$ cat config.mk
export PLATFORM = sky130hd
export DESIGN_NAME = two_wire_sensor_measure_master_flat
export DESIGN_NICKNAME = d
export VERILOG_FILES = /design/src/hdl/tws_pkg.sv /design/src/hdl/tws_if.sv /design/src/hdl/tws_cfg.sv /design/src/hdl/tws_step.sv /design/src/hdl/two_wire_sensor_measure_master.sv /design/src/flat_wrapper.sv
export SDC_FILE = /design/constraint.sdc
export NUM_CORES = 1
export LEC_CHECK = 0
export BUFFER_PORTS_ARGS = -buffer_cell sky130_fd_sc_hd__buf_2
export CAP_MARGIN = 15
export CORE_MARGIN = 5
export CORE_UTILIZATION = 40
export DETAILED_ROUTE_END_ITERATION = 6
export SLEW_MARGIN = 30
export SYNTH_ARGS = -nofsm -noshare
export SYNTH_HDL_FRONTEND = slang
export SYNTH_SLANG_ARGS = --single-unit
$ cat constraint.sdc
create_clock -name clk -period 4.55 [get_ports clk]
set_input_delay 0.455 -clock clk [delete_from_list [all_inputs] [get_ports clk]]
set_output_delay 0.455 -clock clk [all_outputs]
set_load 0.05 [all_outputs]
$ cat src/hdl/tws_pkg.sv
`default_nettype none
package tws_pkg;

  // command bytes sent to the sensor
  localparam logic [7:0] CMD_HUMIDITY    = 8'h05;
  localparam logic [7:0] CMD_TEMPERATURE = 8'h03;
  localparam logic [7:0] CMD_NONE        = 8'h00;

  // connection reset gives this many clock pulses
  localparam logic [3:0] RESET_PULSES = 4'd9;
  // last step index of the start pattern
  localparam logic [3:0] START_LAST = 4'd6;
  localparam logic [15:0] WAIT_LIMIT_RESET = 16'hFFFF;
  localparam logic [15:0] WAIT_COUNT_MAX   = 16'hFFFF;
  localparam logic [1:0]  FAULT_MAX        = 2'd3;

  // register map
  localparam int unsigned CFG_ADDR_W = 3;
  localparam logic CFG_IDX_WAIT_LIMIT = 1'b0;

  // operation codes on the input word
  typedef enum logic [1:0] {
    OP_TICK     = 2'd0,
    OP_HUMIDITY = 2'd1,
    OP_TEMP     = 2'd2,
    OP_CONN_RST = 2'd3
  } op_t;

  typedef enum logic [5:0] {
    PH_IDLE    = 6'd0,
    PH_RST_HI  = 6'd1,
    PH_RST_LO  = 6'd2,
    PH_START   = 6'd3,
    PH_WR_SET  = 6'd4,
    PH_WR_HI   = 6'd5,
    PH_WR_LO   = 6'd6,
    PH_ACK_REL = 6'd7,
    PH_ACK_HI  = 6'd8,
    PH_ACK_LO  = 6'd9,
    PH_WAIT    = 6'd10,
    PH_RD_REL  = 6'd11,
    PH_RD_HI   = 6'd12,
    PH_RD_LO   = 6'd13,
    PH_RA_SET  = 6'd14,
    PH_RA_HI   = 6'd15,
    PH_RA_LO   = 6'd16,
    PH_RA_REL  = 6'd17
  } phase_t;

  // bus master state carried from word to word
  typedef struct packed {
    phase_t      phase;
    logic [3:0]  bit_index;
    logic [1:0]  byte_index;
    logic [7:0]  shift_reg;
    logic [15:0] value_store;
    logic [7:0]  checksum_store;
    logic [15:0] wait_count;
    logic [1:0]  fault_store;
    logic [7:0]  command_byte;
    logic        sck;
    logic        sda;
  } state_t;

  // apb request side
  typedef struct packed {
    logic                  psel;
    logic                  penable;
    logic                  pwrite;
    logic [CFG_ADDR_W-1:0] paddr;
    logic [31:0]           pwdata;
  } apb_req_t;

endpackage
`default_nettype wire

$ cat src/hdl/tws_if.sv
`default_nettype none
interface tws_in_if;
  logic       valid;
  logic       ready;
  logic [1:0] op;
  logic       data_line;

  modport source (output valid, output op, output data_line, input ready);
  modport sink   (input valid, input op, input data_line, output ready);
endinterface

interface tws_out_if;
  logic        valid;
  logic        ready;
  logic        sck_level;
  logic        data_level;
  logic        busy_res;
  logic        finished;
  logic [15:0] raw_value;
  logic [7:0]  check_byte;
  logic [1:0]  fault_count;

  modport source (output valid, output sck_level, output data_level, output busy_res,
                  output finished, output raw_value, output check_byte,
                  output fault_count, input ready);
  modport sink   (input valid, input sck_level, input data_level, input busy_res,
                  input finished, input raw_value, input check_byte,
                  input fault_count, output ready);
endinterface
`default_nettype wire

$ cat src/hdl/tws_cfg.sv
`default_nettype none
module tws_cfg (
  input  wire logic            clk,
  input  wire logic            rst_n,
  input  wire tws_pkg::apb_req_t req,
  output logic [31:0]          prdata,
  output logic [15:0]          wait_limit
);
  import tws_pkg::*;

  logic [15:0] wait_limit_r;
  logic        wr_en;
  logic        sel_wait;

  assign sel_wait = (req.paddr[CFG_ADDR_W-1] == CFG_IDX_WAIT_LIMIT);
  assign wr_en    = req.psel && req.penable && req.pwrite;

  // register write
  always_ff @(posedge clk) begin
    if (!rst_n) begin
      wait_limit_r <= WAIT_LIMIT_RESET;
    end else if (wr_en && sel_wait) begin
      wait_limit_r <= req.pwdata[15:0];
    end
  end

  // read mux
  always_comb begin
    prdata = 32'd0;
    if (sel_wait) begin
      prdata = {16'd0, wait_limit_r};
    end
  end

  assign wait_limit = wait_limit_r;
endmodule
`default_nettype wire

$ cat src/hdl/tws_step.sv
`default_nettype none
module tws_step (
  input  wire tws_pkg::state_t cur,
  input  wire logic [1:0]      op,
  input  wire logic            din,
  input  wire logic [15:0]     wait_limit,
  output tws_pkg::state_t      nxt,
  output logic                 done
);
  import tws_pkg::*;

  logic [15:0] wait_inc;
  logic [1:0]  fault_inc;
  logic [3:0]  rst_cnt;

  // saturating counters
  assign wait_inc  = (cur.wait_count != WAIT_COUNT_MAX) ? cur.wait_count + 16'd1
                                                        : cur.wait_count;
  assign fault_inc = (cur.fault_store != FAULT_MAX) ? cur.fault_store + 2'd1
                                                     : cur.fault_store;
  assign rst_cnt   = cur.bit_index + 4'd1;

  // one pin step
  always_comb begin
    nxt  = cur;
    done = 1'b0;
    unique case (cur.phase)
      PH_IDLE: begin
        if (op != OP_TICK) begin
          nxt.sck       = 1'b0;
          nxt.sda       = 1'b1;
          nxt.bit_index = 4'd0;
          if (op == OP_CONN_RST) begin
            nxt.command_byte = CMD_NONE;
            nxt.phase        = PH_RST_HI;
          end else begin
            nxt.command_byte = (op == OP_HUMIDITY) ? CMD_HUMIDITY : CMD_TEMPERATURE;
            nxt.fault_store  = 2'd0;
            nxt.phase        = PH_START;
            nxt.bit_index    = 4'd1;
          end
        end
      end
      PH_RST_HI: begin
        nxt.sck   = 1'b1;
        nxt.phase = PH_RST_LO;
      end
      PH_RST_LO: begin
        nxt.sck = 1'b0;
        if (rst_cnt >= RESET_PULSES) begin
          nxt.bit_index = 4'd0;
          nxt.phase     = PH_START;
        end else begin
          nxt.bit_index = rst_cnt;
          nxt.phase     = PH_RST_HI;
        end
      end
      PH_START: begin
        case (cur.bit_index)
          4'd0: begin
            nxt.sck = 1'b0;
            nxt.sda = 1'b1;
          end
          4'd1: nxt.sck = 1'b1;
          4'd2: nxt.sda = 1'b0;
          4'd3: nxt.sck = 1'b0;
          4'd4: nxt.sck = 1'b1;
          4'd5: nxt.sda = 1'b1;
          default: nxt.sck = 1'b0;
        endcase
        if (cur.bit_index >= START_LAST) begin
          if (cur.command_byte == CMD_NONE) begin
            nxt.phase = PH_IDLE;
            done      = 1'b1;
          end else begin
            nxt.phase     = PH_WR_SET;
            nxt.bit_index = 4'd7;
          end
        end else begin
          nxt.bit_index = cur.bit_index + 4'd1;
        end
      end
      PH_WR_SET: begin
        nxt.sda   = cur.command_byte[cur.bit_index[2:0]];
        nxt.phase = PH_WR_HI;
      end
      PH_WR_HI: begin
        nxt.sck   = 1'b1;
        nxt.phase = PH_WR_LO;
      end
      PH_WR_LO: begin
        nxt.sck = 1'b0;
        if (cur.bit_index == 4'd0) begin
          nxt.phase = PH_ACK_REL;
        end else begin
          nxt.bit_index = cur.bit_index - 4'd1;
          nxt.phase     = PH_WR_SET;
        end
      end
      PH_ACK_REL: begin
        nxt.sda   = 1'b1;
        nxt.phase = PH_ACK_HI;
      end
      PH_ACK_HI: begin
        nxt.sck = 1'b1;
        // sensor must pull data low to acknowledge
        if (din) begin
          nxt.fault_store = fault_inc;
        end
        nxt.phase = PH_ACK_LO;
      end
      PH_ACK_LO: begin
        nxt.sck        = 1'b0;
        nxt.sda        = 1'b1;
        nxt.wait_count = 16'd0;
        nxt.phase      = PH_WAIT;
      end
      PH_WAIT: begin
        if (!din) begin
          nxt.byte_index = 2'd0;
          nxt.phase      = PH_RD_REL;
        end else begin
          nxt.wait_count = wait_inc;
          // timeout: count a fault and read anyway
          if (wait_inc >= wait_limit) begin
            nxt.fault_store = fault_inc;
            nxt.byte_index  = 2'd0;
            nxt.phase       = PH_RD_REL;
          end
        end
      end
      PH_RD_REL: begin
        nxt.sda       = 1'b1;
        nxt.shift_reg = 8'd0;
        nxt.bit_index = 4'd7;
        nxt.phase     = PH_RD_HI;
      end
      PH_RD_HI: begin
        nxt.sck = 1'b1;
        if (din) begin
          nxt.shift_reg[cur.bit_index[2:0]] = 1'b1;
        end
        nxt.phase = PH_RD_LO;
      end
      PH_RD_LO: begin
        nxt.sck = 1'b0;
        if (cur.bit_index == 4'd0) begin
          nxt.phase = PH_RA_SET;
        end else begin
          nxt.bit_index = cur.bit_index - 4'd1;
          nxt.phase     = PH_RD_HI;
        end
      end
      PH_RA_SET: begin
        // store the byte, ack the value bytes, not the checksum
        if (cur.byte_index == 2'd0) begin
          nxt.value_store[15:8] = cur.shift_reg;
          nxt.sda               = 1'b0;
        end else if (cur.byte_index == 2'd1) begin
          nxt.value_store[7:0] = cur.shift_reg;
          nxt.sda              = 1'b0;
        end else begin
          nxt.checksum_store = cur.shift_reg;
          nxt.sda            = 1'b1;
        end
        nxt.phase = PH_RA_HI;
      end
      PH_RA_HI: begin
        nxt.sck   = 1'b1;
        nxt.phase = PH_RA_LO;
      end
      PH_RA_LO: begin
        nxt.sck   = 1'b0;
        nxt.phase = PH_RA_REL;
      end
      PH_RA_REL: begin
        nxt.sda = 1'b1;
        if (cur.byte_index >= 2'd2) begin
          nxt.phase = PH_IDLE;
          done      = 1'b1;
        end else begin
          nxt.byte_index = cur.byte_index + 2'd1;
          nxt.phase      = PH_RD_REL;
        end
      end
      default: begin
        nxt.phase = PH_IDLE;
        nxt.sck   = 1'b0;
        nxt.sda   = 1'b1;
      end
    endcase
  end
endmodule
`default_nettype wire

$ cat src/hdl/two_wire_sensor_measure_master.sv
`default_nettype none
// Two-wire humidity/temperature sensor bus master. Each input word is one pin
// step: op starts a humidity or temperature measurement or a connection reset
// when the master is idle, and data_line is the sampled data pin. Every input
// word yields exactly one result word with the clock and data drive levels,
// busy and finished flags, the last 16-bit raw value, the checksum byte and
// the fault count (missing acknowledge plus wait timeout). One word is taken
// per clock: the step logic sits between the state registers and a single
// output register, and a new word is accepted whenever that register is empty
// or being emptied in the same cycle. wait_limit is written over the APB port
// at any address with paddr[2] clear (0 to 3).
module two_wire_sensor_measure_master (
  input  wire logic                          clk,
  input  wire logic                          rst_n,
  tws_in_if.sink                             in_chan,
  tws_out_if.source                          out_chan,
  input  wire logic                          cfg_psel,
  input  wire logic                          cfg_penable,
  input  wire logic                          cfg_pwrite,
  input  wire logic [tws_pkg::CFG_ADDR_W-1:0] cfg_paddr,
  input  wire logic [31:0]                   cfg_pwdata,
  output logic [31:0]                        cfg_prdata,
  output logic                               cfg_pready
);
  import tws_pkg::*;

  apb_req_t    apb_req;
  logic [15:0] wait_limit;
  state_t      state_r;
  state_t      state_nxt;
  logic        step_done;
  logic        accept;
  logic        out_valid_r;
  logic        sck_r;
  logic        sda_r;
  logic        busy_r;
  logic        done_r;
  logic [15:0] raw_r;
  logic [7:0]  chk_r;
  logic [1:0]  fault_r;

  // configuration port
  assign apb_req.psel    = cfg_psel;
  assign apb_req.penable = cfg_penable;
  assign apb_req.pwrite  = cfg_pwrite;
  assign apb_req.paddr   = cfg_paddr;
  assign apb_req.pwdata  = cfg_pwdata;
  assign cfg_pready      = 1'b1;

  tws_cfg u_cfg (
    .clk        (clk),
    .rst_n      (rst_n),
    .req        (apb_req),
    .prdata     (cfg_prdata),
    .wait_limit (wait_limit)
  );

  tws_step u_step (
    .cur        (state_r),
    .op         (in_chan.op),
    .din        (in_chan.data_line),
    .wait_limit (wait_limit),
    .nxt        (state_nxt),
    .done       (step_done)
  );

  // accept while the output register is free or draining
  assign in_chan.ready = !out_valid_r || out_chan.ready;
  assign accept        = in_chan.valid && in_chan.ready;

  // bus master state
  always_ff @(posedge clk) begin
    if (!rst_n) begin
      state_r.phase          <= PH_IDLE;
      state_r.bit_index      <= 4'd0;
      state_r.byte_index     <= 2'd0;
      state_r.shift_reg      <= 8'd0;
      state_r.value_store    <= 16'd0;
      state_r.checksum_store <= 8'd0;
      state_r.wait_count     <= 16'd0;
      state_r.fault_store    <= 2'd0;
      state_r.command_byte   <= CMD_NONE;
      state_r.sck            <= 1'b0;
      state_r.sda            <= 1'b1;
    end else if (accept) begin
      state_r <= state_nxt;
    end
  end

  // output register valid
  always_ff @(posedge clk) begin
    if (!rst_n) begin
      out_valid_r <= 1'b0;
    end else if (accept) begin
      out_valid_r <= 1'b1;
    end else if (out_chan.ready) begin
      out_valid_r <= 1'b0;
    end
  end

  // output register payload
  always_ff @(posedge clk) begin
    if (accept) begin
      sck_r   <= state_nxt.sck;
      sda_r   <= state_nxt.sda;
      busy_r  <= (state_nxt.phase != PH_IDLE);
      done_r  <= step_done;
      raw_r   <= state_nxt.value_store;
      chk_r   <= state_nxt.checksum_store;
      fault_r <= state_nxt.fault_store;
    end
  end

  assign out_chan.valid       = out_valid_r;
  assign out_chan.sck_level   = sck_r;
  assign out_chan.data_level  = sda_r;
  assign out_chan.busy_res    = busy_r;
  assign out_chan.finished    = done_r;
  assign out_chan.raw_value   = raw_r;
  assign out_chan.check_byte  = chk_r;
  assign out_chan.fault_count = fault_r;
endmodule
`default_nettype wire
$ cat src/flat_wrapper.sv
// flat-port wrapper written by rule: the top's interface ports become plain ports
module two_wire_sensor_measure_master_flat import tws_pkg::*;
  (clk, rst_n, cfg_psel, cfg_penable, cfg_pwrite, cfg_paddr, cfg_pwdata, cfg_prdata, cfg_pready, in_chan_valid, in_chan_op, in_chan_data_line, in_chan_ready, out_chan_valid, out_chan_sck_level, out_chan_data_level, out_chan_busy_res, out_chan_finished, out_chan_raw_value, out_chan_check_byte, out_chan_fault_count, out_chan_ready);
  tws_in_if in_chan_i ();
  tws_out_if out_chan_i ();
  input  wire logic clk;
  input  wire logic rst_n;
  input  wire logic cfg_psel;
  input  wire logic cfg_penable;
  input  wire logic cfg_pwrite;
  input  wire logic [tws_pkg::CFG_ADDR_W-1:0] cfg_paddr;
  input  wire logic [31:0] cfg_pwdata;
  output logic [31:0] cfg_prdata;
  output logic cfg_pready;
  input wire logic [$bits(in_chan_i.valid)-1:0] in_chan_valid;
  input wire logic [$bits(in_chan_i.op)-1:0] in_chan_op;
  input wire logic [$bits(in_chan_i.data_line)-1:0] in_chan_data_line;
  output wire logic [$bits(in_chan_i.ready)-1:0] in_chan_ready;
  output wire logic [$bits(out_chan_i.valid)-1:0] out_chan_valid;
  output wire logic [$bits(out_chan_i.sck_level)-1:0] out_chan_sck_level;
  output wire logic [$bits(out_chan_i.data_level)-1:0] out_chan_data_level;
  output wire logic [$bits(out_chan_i.busy_res)-1:0] out_chan_busy_res;
  output wire logic [$bits(out_chan_i.finished)-1:0] out_chan_finished;
  output wire logic [$bits(out_chan_i.raw_value)-1:0] out_chan_raw_value;
  output wire logic [$bits(out_chan_i.check_byte)-1:0] out_chan_check_byte;
  output wire logic [$bits(out_chan_i.fault_count)-1:0] out_chan_fault_count;
  input wire logic [$bits(out_chan_i.ready)-1:0] out_chan_ready;
  assign in_chan_i.valid = in_chan_valid;
  assign in_chan_i.op = in_chan_op;
  assign in_chan_i.data_line = in_chan_data_line;
  assign in_chan_ready = in_chan_i.ready;
  assign out_chan_valid = out_chan_i.valid;
  assign out_chan_sck_level = out_chan_i.sck_level;
  assign out_chan_data_level = out_chan_i.data_level;
  assign out_chan_busy_res = out_chan_i.busy_res;
  assign out_chan_finished = out_chan_i.finished;
  assign out_chan_raw_value = out_chan_i.raw_value;
  assign out_chan_check_byte = out_chan_i.check_byte;
  assign out_chan_fault_count = out_chan_i.fault_count;
  assign out_chan_i.ready = out_chan_ready;
  two_wire_sensor_measure_master u_core (.clk(clk), .rst_n(rst_n), .in_chan(in_chan_i), .out_chan(out_chan_i), .cfg_psel(cfg_psel), .cfg_penable(cfg_penable), .cfg_pwrite(cfg_pwrite), .cfg_paddr(cfg_paddr), .cfg_pwdata(cfg_pwdata), .cfg_prdata(cfg_prdata), .cfg_pready(cfg_pready));
endmodule
==> flow_summary_export.csv <==
group,metric,value,unit
outcome,status,"complete, no violations",
yosys,async_reset_ff_frac,0,
critical_path,critPathLaunchType,"flip-flop",
critical_path,r2r-end,"u_core.out_chan.fault_count[1]$_DFFE_PP_",
final_layout,diodes,0,
pwr,swShare,0.2753,
critical_path,critPathMaxStageDelay,0.43,ns
yosys,synth_top_area_cell,"dfxtp_1",
grt,grt_max_degree,37,
final_layout,multiInputGateArea,0.003480,mm²
die,io-pin-count,110,
final_layout,regArea,0.002582,mm²
grt,use_met1,0.2215,
die,design.die.area,0.01914,mm²
critical_path,worst-r2r-setup-slack,0.69,ns
clock_tree,cts_setup_buffers,0,
drt,drt-pass1-iter-count,5,
clock_tree,htreeDepth,4,
sta,clock_skew,0.01104,ns
drt,wl_per_cell,15.05,µm
drt,vias,5425,
final_layout,area_delta_synth_final,14.09,%
flow_run,max-cap-violations,0,
grt,grt_first_pass_wirelength,25.56,mm
sta,finalMaxSlewViolations,0,
critical_path,required,4.71,ns
grt,grt_util_met2,0.2505,
drt,drt_iter0_markers,425,
yosys,synth_cell_type_count,78,
yosys,ys.warnings.count,0,
yosys,synth_edf_count,30,
clock_tree,cts_tree,"done",
yosys,synth-main-ff-cell,"dfxtp_1",
clock_tree,cts_inserted_buffers,17,
place,postPlaceCellArea,0.006887,mm²
yosys,yosysTopAreaCellShare,0.2552,
final_layout,fillers,1612,
pwr,p_int,2.092,mW
grt,overflow,0,
final_layout,fin_area,0.007518,mm²
sta,setup_viol,0,
critical_path,arrival,4.01,ns
pwr,pwr-share-clk,0.492,
grt,first_global_vias,5008,
drt,vias_per_cell,5.282,
pwr,power,2.887,mW
die,core,0.01635,mm²
pwr,power.leakage,3.054,nW
pwr,p_sw,794.7,µW
critical_path,critPathCapture,"u_core.out_chan.fault_count[1]$_DFFE_PP_",
drt,ant_nets,0,
yosys,ys_ff_latch,114,
sta,tns,0,ns
die,rows,47,
pwr,p_seq_frac,0.384,
clock_tree,insertion_delay,0.42,ns
place,io_buffers,74,
yosys,syn_inst,743,
clock_tree,cts_max_path_buffers,2,
hold_path,hp-class,"in -> reg",
critical_path,cp_top_family,"simple AND/OR/NAND/NOR gates",
critical_path,critPathSlowestCell,"dfxtp_1",
critical_path,worstSetupEndpointType,"flip-flop",
clock_tree,ctsHoldBuffers,0,
grt,track_usage,0.1625,
yosys,avgSynthCellArea,8.870,µm²
sta,relSlewSlack,0.4533,
yosys,synth_area_leaders,"dfxtp_1 (26%), edfxtp_1 (14%), ha_1 (5.3%)",
critical_path,critPathKind,"reg -> reg",
yosys,synthesis.area,0.006590,mm²
sta,rsz0062_at_grt,"false",
yosys,synth_seq_area_share,0.3919,
place,dpl.hpwl,10.51,mm
critical_path,crit_buf_inv,0,
pwr,p_per_area,384.0,mW/mm²
die,die_h,138.4,µm
clock_tree,post_cts_resized,0,
critical_path,path_max_fanout,6,
critical_path,r2r_cells,12,
grt,met3_usage,0.04316,
final_layout,drive_gt1_frac,0.1995,
grt,antenna_found_initial,0,
place,globalplace.congestion,0.8715,
critical_path,startpoint,"u_core.state_r[12]$_SDFFE_PN0P_",
sta,final-hold-violation-count,0,
sta,worst_slew_pin_slew,0.8189,ns
die,start_util,0.4031,
critical_path,crit_cells,12,
pwr,ir_drop,0.2840,mV
pwr,comb_power_share,0.124,
final_layout,fin_nets,867,
drt,route.detailed.drc,0,
critical_path,worstPathCellList,"ha_1 -> nand3_1 -> nor3_1 -> nand2_1 -> mux2_2 -> ha_1 -> nor2b_1 -> o211a_1 -> o311ai_0 -> nand3_1 -> o21ai_0 -> o21ai_0",
clock_tree,clock-sinks,114,
sta,period_needed,3.856,ns
grt,busiest_layer,"met2",
sta,max_freq,259.3,MHz
clock_tree,clk_pin_slew,0.06,ns
critical_path,rr_startpoint,"u_core.state_r[12]$_SDFFE_PN0P_",
drt,routed_wl,15.46,mm
die,die-width,138.4,µm
clock_tree,cts_root_buf,"clkbuf_16",
sta,period_share,0.8475,
-- through the flow --
step                setup WS (ns)  instances    util  hold WS [ns]
floorplan                   1.254        758       -        0.4322
global placement           0.7356        995  0.4212        0.4387
detailed placement         0.6915        995  0.4212        0.4453
CTS                        0.6783       1027  0.4598        0.2377
global route               0.2673       1027  0.4599        0.2567
finish                     0.6939       1027  0.4599        0.2575
-- state kept, by name, indices dropped and copies added (netlist names) --
name and count:
u_core.out_chan.busy_res 1, u_core.out_chan.valid 1, u_core.u_cfg.wait_limit 16, u_core.out_chan.data_level 1, u_core.out_chan.finished 1, u_core.out_chan.check_byte 8, u_core.out_chan.raw_value 16, u_core.state_r 67
u_core.out_chan.fault_count 2, u_core.out_chan.sck_level 1
-- metal layers --
layer / wire, µm / share of wire
met5: 0 / 0
met4: 244 / 0.016
met3: 909 / 0.059
met2: 7040 / 0.46
met1: 7266 / 0.47
-- area by class of cell --
cell class,instances,area share
well taps,220,0.03661
flip-flops and latches,114,0.3435
multi-input cells,546,0.4628
clock inverters,15,0.02729
inverters,34,0.01697
clock buffers,17,0.05658
repair buffers,81,0.05625
-- cell families (layout without fill, tap and decap cells) --
| logic type | after synthesis | count (layout) | synth area share |
|---|---|---|---|
| other | 2 | 17 | 0.001140 |
| DFF | 114 | 114 | 0.3919 |
| adders and majority gates | 28 | 28 | 0.05316 |
| muxes | 32 | 32 | 0.05373 |
| xor gates and xnor gates | 16 | 16 | 0.02126 |
| and+or+nand+nor | 275 | 275 | 0.2106 |
| AOI/OAI and AO/OA | 178 | 178 | 0.1794 |
| buffers and inverters | 98 | 147 | 0.08885 |
-- worst min-delay path by stage --
stage / cells past startpoint / endpoint / start
6_report: 3 / u_core.u_cfg.wait_limit[2]$_SDFFE_PN1P_ / cfg_pwdata[2]
3_5_place_dp: 2 / u_core.state_r[47]$_SDFFE_PN0P_ / u_core.state_r[47]$_SDFFE_PN0P_
2_1_floorplan: 2 / u_core.state_r[30]$_SDFFE_PN0P_ / u_core.state_r[30]$_SDFFE_PN0P_
5_1_grt: 3 / u_core.u_cfg.wait_limit[4]$_SDFFE_PN1P_ / cfg_pwdata[4]
4_1_cts: 3 / u_core.u_cfg.wait_limit[7]$_SDFFE_PN1P_ / cfg_pwdata[7]
3_3_place_gp: 2 / u_core.state_r[45]$_SDFFE_PN0P_ / u_core.state_r[45]$_SDFFE_PN0P_
-- worst reg2reg max path, cell delays in order, from the launching register on --
cell and delay, ns:
dfxtp_1 0.43, ha_1 0.23, nand3_1 0.20, nor3_1 0.41, nand2_1 0.28, mux2_2 0.35, ha_1 0.29, nor2b_1 0.13
o211a_1 0.20, o311ai_0 0.38, nand3_1 0.28, o21ai_0 0.29, o21ai_0 0.13
-- Yosys cell counts (5+ instances only) --
master and number:
dfxtp_1 84, nand2_1 83, nor2_1 63, a21oi_1 48, inv_1 34, o21ai_0 34
nand3_1 32, edfxtp_1 30, ha_1 28, mux2_2 26, nor3_1 24, o211ai_1 24
clkbuf_1 22, buf_4 19, a31oi_1 13, clkbuf_8 12, nand4_1 11, xnor2_1 11
nor2b_1 8, o21a_1 8, buf_2 7, nand2b_1 6, nor4_1 6, o31ai_1 6
or2_2 6, a211oi_1 5, and3_1 5, mux2i_1 5, nor3b_1 5, xor2_1 5
-- placed cells by master, fill, tap and decap left out, types with 3 or more instances in the layout --
cell       count
a211oi_1       5
a21o_1         3
a21oi_1       48
a22o_1         4
a31oi_1       13
and2_1         4
and3_1         5
buf_2         74
buf_4          7
bufinv_16      4
clkbuf_16     17
clkinv_4       5
conb_1        17
dfxtp_1       84
edfxtp_1      30
ha_1          28
inv_1         33
inv_6          3
mux2_2        26
mux2i_1        5
nand2_1       83
nand2b_1       6
nand3_1       32
nand4_1       11
nor2_1        63
nor2b_1        8
nor3_1        24
nor3b_1        5
nor4_1         6
o2111ai_1      3
o211ai_1      24
o21a_1         8
o21ai_0       34
o31ai_1        6
o32ai_1        3
or2_2          6
or3_1          4
xnor2_1       11
xor2_1         5
-- power groups by stage --
stage                     registers [mW]  clock network [mW]  logic (mW)
after floorplan                     1.16                   0       0.267
after global routing                1.11                1.50       0.389
after detailed placement            1.13                   0       0.357
after CTS                           1.11                1.45       0.359
after global placement              1.13                   0       0.357
final                               1.11                1.42       0.358
Note: power is estimated with default switching activity, not from simulation.
